`src/rtl/rtte_pkg.sv`:
```
// ----------------------------------------------------------------------------
// RTT timeout estimator package
// Shared constants, event codes and register indexes.
// ----------------------------------------------------------------------------
package rtte_pkg;

   localparam int CFG_BITS      = 32;
   localparam int OUT_BITS      = 32;
   localparam int CSR_ADDR_BITS = 4;
   localparam int FRAC_BITS     = 3;
   localparam int DEF_TIME_BITS = 32;

   localparam logic [CFG_BITS-1:0] DEF_INIT_TIMEOUT   = 32'd1000000;
   localparam logic [CFG_BITS-1:0] DEF_INIT_ESTIMATE  = 32'd1000000;
   localparam logic [CFG_BITS-1:0] DEF_INIT_DEVIATION = 32'd500000;
   localparam logic [CFG_BITS-1:0] DEF_TIMEOUT_CAP    = 32'd30000000;

   localparam logic [CSR_ADDR_BITS-1:0] CSR_INIT_TIMEOUT   = 4'd0;
   localparam logic [CSR_ADDR_BITS-1:0] CSR_INIT_ESTIMATE  = 4'd1;
   localparam logic [CSR_ADDR_BITS-1:0] CSR_INIT_DEVIATION = 4'd2;
   localparam logic [CSR_ADDR_BITS-1:0] CSR_TIMEOUT_CAP    = 4'd3;

   typedef enum logic [1:0] {
      OP_ACK     = 2'd0,
      OP_TIMEOUT = 2'd1,
      OP_NACK    = 2'd2
   } opcode_type;

endpackage

```
`src/rtl/rtte_calc.sv`:
```
// ----------------------------------------------------------------------------
// RTT timeout estimator update
// Next smoothed RTT, deviation, timeout and backoff flag for one event word.
// ----------------------------------------------------------------------------
module rtte_calc #(
   parameter int TIME_BITS = rtte_pkg::DEF_TIME_BITS
) (
   input  logic [1:0]                               op,
   input  logic [rtte_pkg::CFG_BITS-1:0]            rtt_sample,
   input  logic [TIME_BITS+rtte_pkg::FRAC_BITS-1:0] est,
   input  logic [TIME_BITS+rtte_pkg::FRAC_BITS-1:0] dev,
   input  logic [TIME_BITS-1:0]                     tmo,
   input  logic                                     backoff,
   input  logic [TIME_BITS-1:0]                     cap,
   output logic [TIME_BITS+rtte_pkg::FRAC_BITS-1:0] est_next,
   output logic [TIME_BITS+rtte_pkg::FRAC_BITS-1:0] dev_next,
   output logic [TIME_BITS-1:0]                     tmo_next,
   output logic                                     backoff_next
);
   import rtte_pkg::*;

   localparam int EW = TIME_BITS + FRAC_BITS;

   function automatic logic [TIME_BITS-1:0] limit_fn(input logic [TIME_BITS+2:0] t,
                                                     input logic [TIME_BITS-1:0] c);
      logic [TIME_BITS-1:0] r;
      if (t > {3'b000, c}) begin
         r = c;
      end else begin
         r = t[TIME_BITS-1:0];
      end
      if (r == '0) begin
         r = TIME_BITS'(1);
      end
      return r;
   endfunction

   logic [TIME_BITS-1:0] sample_t;
   logic [EW-1:0]        sample_fx;
   logic [EW+2:0]        est_acc;
   logic [EW-1:0]        est_new;
   logic [EW-1:0]        diff;
   logic [EW+1:0]        dev_acc;
   logic [EW-1:0]        dev_new;
   logic [EW-1:0]        est_sel;
   logic [EW-1:0]        dev_sel;
   logic [EW+2:0]        sum;
   logic [TIME_BITS-1:0] tmo_ack;
   logic [TIME_BITS-1:0] tmo_dbl;

   assign sample_t  = TIME_BITS'(rtt_sample);
   assign sample_fx = {sample_t, {FRAC_BITS{1'b0}}};

   // est + (sample - est) / 8, as (7 * est + sample) >> 3
   assign est_acc = ({3'b000, est} << 3) - {3'b000, est} + {3'b000, sample_fx};
   assign est_new = est_acc[EW+2:3];
   assign diff    = (sample_fx > est_new) ? (sample_fx - est_new) : (est_new - sample_fx);
   assign dev_acc = ({2'b00, dev} << 1) + {2'b00, dev} + {2'b00, diff};
   assign dev_new = dev_acc[EW+1:2];

   // Karn: no sampling while backed off
   assign est_sel = backoff ? est : est_new;
   assign dev_sel = backoff ? dev : dev_new;

   assign sum     = {3'b000, est_sel} + {1'b0, dev_sel, 2'b00};
   assign tmo_ack = limit_fn(sum[EW+2:3], cap);
   assign tmo_dbl = limit_fn({2'b00, tmo, 1'b0}, cap);

   always_comb begin
      est_next     = est;
      dev_next     = dev;
      tmo_next     = tmo;
      backoff_next = backoff;
      unique case (op)
         OP_ACK: begin
            est_next     = est_sel;
            dev_next     = dev_sel;
            tmo_next     = tmo_ack;
            backoff_next = 1'b0;
         end
         OP_TIMEOUT: begin
            tmo_next     = tmo_dbl;
            backoff_next = 1'b1;
         end
         OP_NACK: begin
         end
         default: begin
         end
      endcase
   end

endmodule

```
`src/rtl/rtt_timeout_estimator_top.sv`:
```
// ----------------------------------------------------------------------------
// RTT timeout estimator
// Smoothed RTT and deviation tracking with exponential backoff on timeouts.
// ----------------------------------------------------------------------------
// One event word is taken per clock cycle and each gives exactly one result
// word in the cycle after acceptance. The estimator state updates in a single
// pass from the state registers into the result register, so events can
// follow back to back; the request side stalls only when the result register
// is full and not being drained. Configuration writes are held off while a
// request word is offered: writing an initial value also loads the matching
// state, and a cap write applies from the next computed timeout onward.
// ----------------------------------------------------------------------------
module rtt_timeout_estimator_top #(
   parameter int TIME_BITS = rtte_pkg::DEF_TIME_BITS
) (
   input  logic                               clock,
   input  logic                               reset,
   input  logic                               req_valid,
   output logic                               req_ready,
   input  logic [1:0]                         req_opcode,
   input  logic [rtte_pkg::CFG_BITS-1:0]      req_rtt_sample,
   output logic                               rsp_valid,
   input  logic                               rsp_ready,
   output logic [rtte_pkg::OUT_BITS-1:0]      rsp_timeout_value,
   output logic                               rsp_in_backoff,
   input  logic                               csr_valid,
   output logic                               csr_ready,
   input  logic [rtte_pkg::CSR_ADDR_BITS-1:0] csr_addr,
   input  logic [rtte_pkg::CFG_BITS-1:0]      csr_wdata
);
   import rtte_pkg::*;

   localparam int EW = TIME_BITS + FRAC_BITS;

   function automatic logic [TIME_BITS-1:0] load_tmo_fn(input logic [CFG_BITS-1:0] v);
      logic [TIME_BITS-1:0] t;
      t = TIME_BITS'(v);
      if (t == '0) begin
         t = TIME_BITS'(1);
      end
      return t;
   endfunction

   logic [EW-1:0]        est_ff;
   logic [EW-1:0]        dev_ff;
   logic [TIME_BITS-1:0] tmo_ff;
   logic                 backoff_ff;
   logic [TIME_BITS-1:0] cap_ff;
   logic                 rsp_valid_ff;
   logic [OUT_BITS-1:0]  rsp_timeout_ff;
   logic                 rsp_backoff_ff;

   logic [EW-1:0]        est_in;
   logic [EW-1:0]        dev_in;
   logic [TIME_BITS-1:0] tmo_in;
   logic                 backoff_in;
   logic                 req_accept;
   logic                 csr_write;

   assign req_ready  = !rsp_valid_ff || rsp_ready;
   assign req_accept = req_valid && req_ready;
   assign csr_ready  = !req_valid;
   assign csr_write  = csr_valid && csr_ready;

   rtte_calc #(
      .TIME_BITS(TIME_BITS)
   ) u_calc (
      .op           (req_opcode),
      .rtt_sample   (req_rtt_sample),
      .est          (est_ff),
      .dev          (dev_ff),
      .tmo          (tmo_ff),
      .backoff      (backoff_ff),
      .cap          (cap_ff),
      .est_next     (est_in),
      .dev_next     (dev_in),
      .tmo_next     (tmo_in),
      .backoff_next (backoff_in)
   );

   always_ff @(posedge clock) begin
      if (reset) begin
         est_ff       <= {TIME_BITS'(DEF_INIT_ESTIMATE), {FRAC_BITS{1'b0}}};
         dev_ff       <= {TIME_BITS'(DEF_INIT_DEVIATION), {FRAC_BITS{1'b0}}};
         tmo_ff       <= load_tmo_fn(DEF_INIT_TIMEOUT);
         backoff_ff   <= 1'b0;
         cap_ff       <= TIME_BITS'(DEF_TIMEOUT_CAP);
         rsp_valid_ff <= 1'b0;
      end else begin
         if (req_accept) begin
            rsp_valid_ff <= 1'b1;
         end else if (rsp_ready) begin
            rsp_valid_ff <= 1'b0;
         end
         if (csr_write) begin
            priority if (csr_addr == CSR_INIT_TIMEOUT) begin
               tmo_ff <= load_tmo_fn(csr_wdata);
            end else if (csr_addr == CSR_INIT_ESTIMATE) begin
               est_ff <= {TIME_BITS'(csr_wdata), {FRAC_BITS{1'b0}}};
            end else if (csr_addr == CSR_INIT_DEVIATION) begin
               dev_ff <= {TIME_BITS'(csr_wdata), {FRAC_BITS{1'b0}}};
            end else if (csr_addr == CSR_TIMEOUT_CAP) begin
               cap_ff <= TIME_BITS'(csr_wdata);
            end else begin
            end
         end else if (req_accept) begin
            est_ff     <= est_in;
            dev_ff     <= dev_in;
            tmo_ff     <= tmo_in;
            backoff_ff <= backoff_in;
         end
      end
   end

   // result payload, loaded on accept only
   always_ff @(posedge clock) begin
      if (req_accept) begin
         rsp_timeout_ff <= OUT_BITS'(tmo_in);
         rsp_backoff_ff <= backoff_in;
      end
   end

   assign rsp_valid         = rsp_valid_ff;
   assign rsp_timeout_value = rsp_timeout_ff;
   assign rsp_in_backoff    = rsp_backoff_ff;

   a_tmo_nonzero: assert property (@(posedge clock) disable iff (reset)
      rsp_valid_ff |-> rsp_timeout_ff != '0)
      else $error("result timeout is zero");

   a_timeout_sets_backoff: assert property (@(posedge clock) disable iff (reset)
      req_accept && req_opcode == OP_TIMEOUT |=> rsp_backoff_ff && backoff_ff)
      else $error("timeout event did not enter backoff");

   a_nack_holds: assert property (@(posedge clock) disable iff (reset)
      req_accept && req_opcode == OP_NACK && !csr_write |=>
         tmo_ff == $past(tmo_ff) && backoff_ff == $past(backoff_ff)
         && rsp_timeout_ff == OUT_BITS'($past(tmo_ff)))
      else $error("nack changed estimator state");

endmodule
```
`config.mk`:
```
export PLATFORM = sky130hd
export DESIGN_NAME = rtt_timeout_estimator_top
export DESIGN_NICKNAME = d
export VERILOG_FILES = /design/src/rtl/rtte_pkg.sv /design/src/rtl/rtte_calc.sv /design/src/rtl/rtt_timeout_estimator_top.sv
export SDC_FILE = /design/constraint.sdc
export NUM_CORES = 1
export LEC_CHECK = 0
export BUFFER_PORTS_ARGS = -buffer_cell sky130_fd_sc_hd__buf_2
export CAP_MARGIN = 0
export CORE_AREA = 2 2 198 200
export CTS_CLUSTER_SIZE = 20
export DETAILED_ROUTE_END_ITERATION = 8
export DIE_AREA = 0 0 200 202
export PLACE_DENSITY = 0.72
export REMOVE_ABC_BUFFERS = 1
export SLEW_MARGIN = 20
export SYNTH_ARGS = -nofsm -noshare
export SYNTH_HDL_FRONTEND = slang
export SYNTH_SLANG_ARGS = --single-unit
```
`constraint.sdc`:
```
create_clock -name clock -period 17.48 [get_ports clock]
set_input_delay 0.874 -clock clock [delete_from_list [all_inputs] [get_ports clock]]
set_output_delay 0.874 -clock clock [all_outputs]
set_load 0.005 [all_outputs]
```
==> qor.json <==
{
  "outcome": {"value": "finished clean"},
  "launch_point_of_the_worst_reg_to_reg_path": {"value": "est_ff[9]"},
  "post_cts.resized_instances": {"value": 0},
  "io_pins": {"value": 111},
  "n_antenna_cell": {"value": 0},
  "chipWidth": {"value": 200, "unit": "um"},
  "worst_r2r_endpoint": {"value": "tmo_ff[17]"},
  "floorplan.core_area": {"value": 0.0383, "unit": "mm2"},
  "yosysTopAreaCellShare": {"value": 0.136},
  "timing.hold.worst.start": {"value": "cap_ff[12]"},
  "finalWeightedCongestion": {"value": 1.02},
  "worst_hold_path.num_cells": {"value": 2},
  "required": {"value": 17.87, "unit": "ns"},
  "grt_max_degree": {"value": 84},
  "grt_first_pass_wirelength": {"value": 117, "unit": "mm"},
  "rr_worst_depth": {"value": 55},
  "ys.warnings.count": {"value": 0},
  "synth_area_in_compound_gates": {"value": 0.296},
  "path_max_fanout": {"value": 24},
  "netlist_area": {"value": 0.0208, "unit": "mm2"},
  "finalHoldViolCount": {"value": 0},
  "ys_seq_elements": {"value": 169},
  "place_hpwl": {"value": 60.6, "unit": "mm"},
  "total_routed_wirelength": {"value": 76.6, "unit": "mm"},
  "largest_family_of_logic_cells_by_synthesized_area": {"value": "compound AO/OA/AOI/OAI gates"},
  "rows": {"value": 72},
  "final_cells": {"value": 3336},
  "cts_setup_buffers": {"value": 0},
  "arrival_time_worst_endpoint": {"value": 16.82, "unit": "ns"},
  "synth_sequential_area_ratio": {"value": 0.179},
  "worst_hold_path.endpoint": {"value": "cap_ff[12]"},
  "synth-edff-count": {"value": 33},
  "hold_path_class": {"value": "register to register"},
  "numCtsBuffers": {"value": 17},
  "port_buffers": {"value": 110},
  "grt_pass1_vias": {"value": 20500},
  "hold-worst-slack": {"value": 0.493, "unit": "ns"},
  "dieHeight": {"value": 202, "unit": "um"},
  "fin_tns_setup": {"value": 0, "unit": "ns"},
  "root_buffer": {"value": "sky130_fd_sc_hd__clkbuf_16"},
  "post_drt_wl_per_cell": {"value": 22.9, "unit": "um"},
  "yosys-mux-area-fraction": {"value": 0.00957},
  "cts-hold-fix-buffers": {"value": 0},
  "antenna_found_initial": {"value": 0},
  "groute.usage.overall": {"value": 0.377},
  "drv_cap": {"value": 0},
  "synth_xor_xnor_area_share": {"value": 0.0459},
  "path_class": {"value": "primary input to register"},
  "dp_cells": {"value": 3305},
  "netlist_instances": {"value": 2777},
  "first_iter_violations": {"value": 2019},
  "clock_latency": {"value": 0.45, "unit": "ns"},
  "grt_overflow": {"value": 0},
  "num_vias": {"value": 21500},
  "clock_tree_from_tritoncts": {"value": "built"},
  "maxClockFrequency": {"value": 60.9, "unit": "MHz"},
  "post_route_fraction_of_the_period_consumed_by_the_critical_path": {"value": 0.940},
  "die_area": {"value": 0.0404, "unit": "mm2"},
  "period_minus_slack": {"value": 16.43, "unit": "ns"},
  "register_clock_pin_slew_on_the_reported_worst_setup_and_hold_paths": {"value": 0.07, "unit": "ns"},
  "rsz0062_at_grt": {"value": "false"},
  "initial_utilization": {"value": 0.543},
  "most-common-layout-cells": {"value": "310 x sky130_fd_sc_hd__nand2_1, 282 x sky130_fd_sc_hd__inv_1, 232 x sky130_fd_sc_hd__o21ai_0"},
  "drc": {"value": 0},
  "post_synth.cell_area_avg": {"value": 7.49, "unit": "um2"},
  "synth_top_cells_by_area": {"value": "sky130_fd_sc_hd__ha_1 14%, sky130_fd_sc_hd__dfxtp_1 13%, sky130_fd_sc_hd__fa_1 6.6%"},
  "first_pass_iters": {"value": 9},
  "layout.cell_area.non_filler": {"value": 0.0223, "unit": "mm2"},
  "net_count_final": {"value": 3176},
  "mostFrequentLayoutCell": {"value": "sky130_fd_sc_hd__nand2_1"},
  "synth_flop_cell": {"value": "sky130_fd_sc_hd__dfxtp_1"},
  "worst_max_slew_pin_slew": {"value": 1.33, "unit": "ns"},
  "yosys.area_share.adder": {"value": 0.202},
  "critical-path-max-stage-delay": {"value": 1.06, "unit": "ns"},
  "vias_per_cell": {"value": 6.46},
  "drtAntennaViolNets": {"value": 0},
  "asyncSetResetFlopFracSynth": {"value": 0},
  "rrSetupSlack": {"value": 1.08, "unit": "ns"},
  "clock_tree.htree_level_count": {"value": 4},
  "critical_path.slowest_cell": {"value": "sky130_fd_sc_hd__and2_1"},
  "maxSlewViolCount": {"value": 0},
  "placed_area": {"value": 0.0217, "unit": "mm2"},
  "skew": {"value": 0.0114, "unit": "ns"},
  "critPathCaptureType": {"value": "register"},
  "timing.final.setup_violations": {"value": 0},
  "area_growth_syn_to_layout": {"value": 7.20, "unit": "%"},
  "final_layout_size_suffix_gt1_frac": {"value": 0.0845},
  "startpoint_class_of_the_critical_path": {"value": "primary input"},
  "clock_path_buffers": {"value": 2},
  "library_cells_used_by_synthesis": {"value": 87},
  "slew_headroom": {"value": 0.102},
  "synth_simple_gate_area_frac": {"value": 0.193},
  "clkSinkCount": {"value": 169},
  "synth.largest_area_cell": {"value": "sky130_fd_sc_hd__ha_1"}
}
## Yosys cell counts (7+ instances only)
library cell,count
sky130_fd_sc_hd__nand2_1,312
sky130_fd_sc_hd__inv_1,283
sky130_fd_sc_hd__o21ai_0,232
sky130_fd_sc_hd__a21oi_1,230
sky130_fd_sc_hd__ha_1,226
sky130_fd_sc_hd__nor2_1,180
sky130_fd_sc_hd__dfxtp_1,136
sky130_fd_sc_hd__a21o_1,116
sky130_fd_sc_hd__clkbuf_1,115
sky130_fd_sc_hd__fa_1,69
sky130_fd_sc_hd__xnor2_1,63
sky130_fd_sc_hd__nor3_1,56
sky130_fd_sc_hd__a211oi_1,54
sky130_fd_sc_hd__nand3_1,49
sky130_fd_sc_hd__xor2_1,46
sky130_fd_sc_hd__a31oi_1,39
sky130_fd_sc_hd__nor4_1,34
sky130_fd_sc_hd__o21a_1,34
sky130_fd_sc_hd__edfxtp_1,33
sky130_fd_sc_hd__nand4_1,32
sky130_fd_sc_hd__and4_1,30
sky130_fd_sc_hd__nand2b_1,26
sky130_fd_sc_hd__nor2b_1,26
sky130_fd_sc_hd__or2_2,26
sky130_fd_sc_hd__a221oi_1,25
sky130_fd_sc_hd__and3_1,24
sky130_fd_sc_hd__o211ai_1,24
sky130_fd_sc_hd__a221o_1,23
sky130_fd_sc_hd__o21bai_1,19
sky130_fd_sc_hd__and2_1,12
sky130_fd_sc_hd__mux2i_1,12
sky130_fd_sc_hd__a21bo_2,11
sky130_fd_sc_hd__o31ai_1,11
sky130_fd_sc_hd__a21bo_1,10
sky130_fd_sc_hd__o221ai_1,10
sky130_fd_sc_hd__or3_1,10
sky130_fd_sc_hd__o31a_1,8
sky130_fd_sc_hd__a2111oi_0,7
sky130_fd_sc_hd__buf_2,7
sky130_fd_sc_hd__mux2_2,7
## worst max-delay path: cells and delay by family
kind / cells / cell delay [ns]
adders and majority gates: 7 / 2.88
and+or+nand+nor: 16 / 4.61
AOI/OAI and AO/OA: 23 / 6.22
buffers and inverters: 5 / 0.61
muxes: 1 / 0.26
xor gates and xnor gates: 4 / 1.33
## metrics by stage
stage | worst slack, ns | utilization
after floorplan | 3.18 | -
after global placement | 1.39 | 0.567
after detailed placement | 1.04 | 0.567
after CTS | 1.48 | 0.582
after global routing | 0.0390 | 0.582
final | 1.05 | 0.582
## registers in the layout, indices dropped and copies added (netlist names)
signal	flops
backoff_ff	1
cap_ff	32
dev_ff	35
est_ff	35
rsp_in_backoff	1
rsp_timeout_value	32
rsp_valid	1
tmo_ff	32
## layer usage
metal / vias up / GRT usage / wire (um)
met5: - / 0 / 0
met3: 187 / 0.0586 / 6770
met1: 10200 / 0.504 / 31800
li1: 10000 / - / -
met2: 1105 / 0.588 / 33900
met4: 0 / 0.191 / 4070
## cell families after synthesis
| group | after synthesis |
|---|---|
| flip-flops | 169 |
| adder cells (fa/ha/maj) | 295 |
| XOR/XNOR | 109 |
| buffers and inverters | 410 |
| multiplexers | 19 |
| AND/OR/NAND/NOR | 838 |
| AO/OA/AOI/OAI | 937 |
## final cells by class
class / instances / area [um2]
sequential: 169 / 3720
clock inverter: 13 / 118
inverter: 285 / 1070
multi-input combinational: 2198 / 15600
timing repair buffer: 135 / 741
clock buffer: 18 / 439
fill: 3657 / 16000
tap: 518 / 648
## worst max-delay path by stage
stage / start / to / slack [ns] / cells after the start
global route: req_rtt_sample[9] / tmo_ff[29] / 0.04 / 62
global placement: req_rtt_sample[9] / tmo_ff[29] / 1.39 / 62
CTS: req_rtt_sample[9] / tmo_ff[29] / 1.48 / 62
detailed placement: req_rtt_sample[9] / tmo_ff[29] / 1.04 / 62
finish: req_rtt_sample[9] / tmo_ff[17] / 1.05 / 56
floorplan: req_rtt_sample[9] / tmo_ff[29] / 3.18 / 60
Power is left out: the tool's default activity adds up to more than one toggle a clock period on the data nets, which glitch-free logic cannot reach.
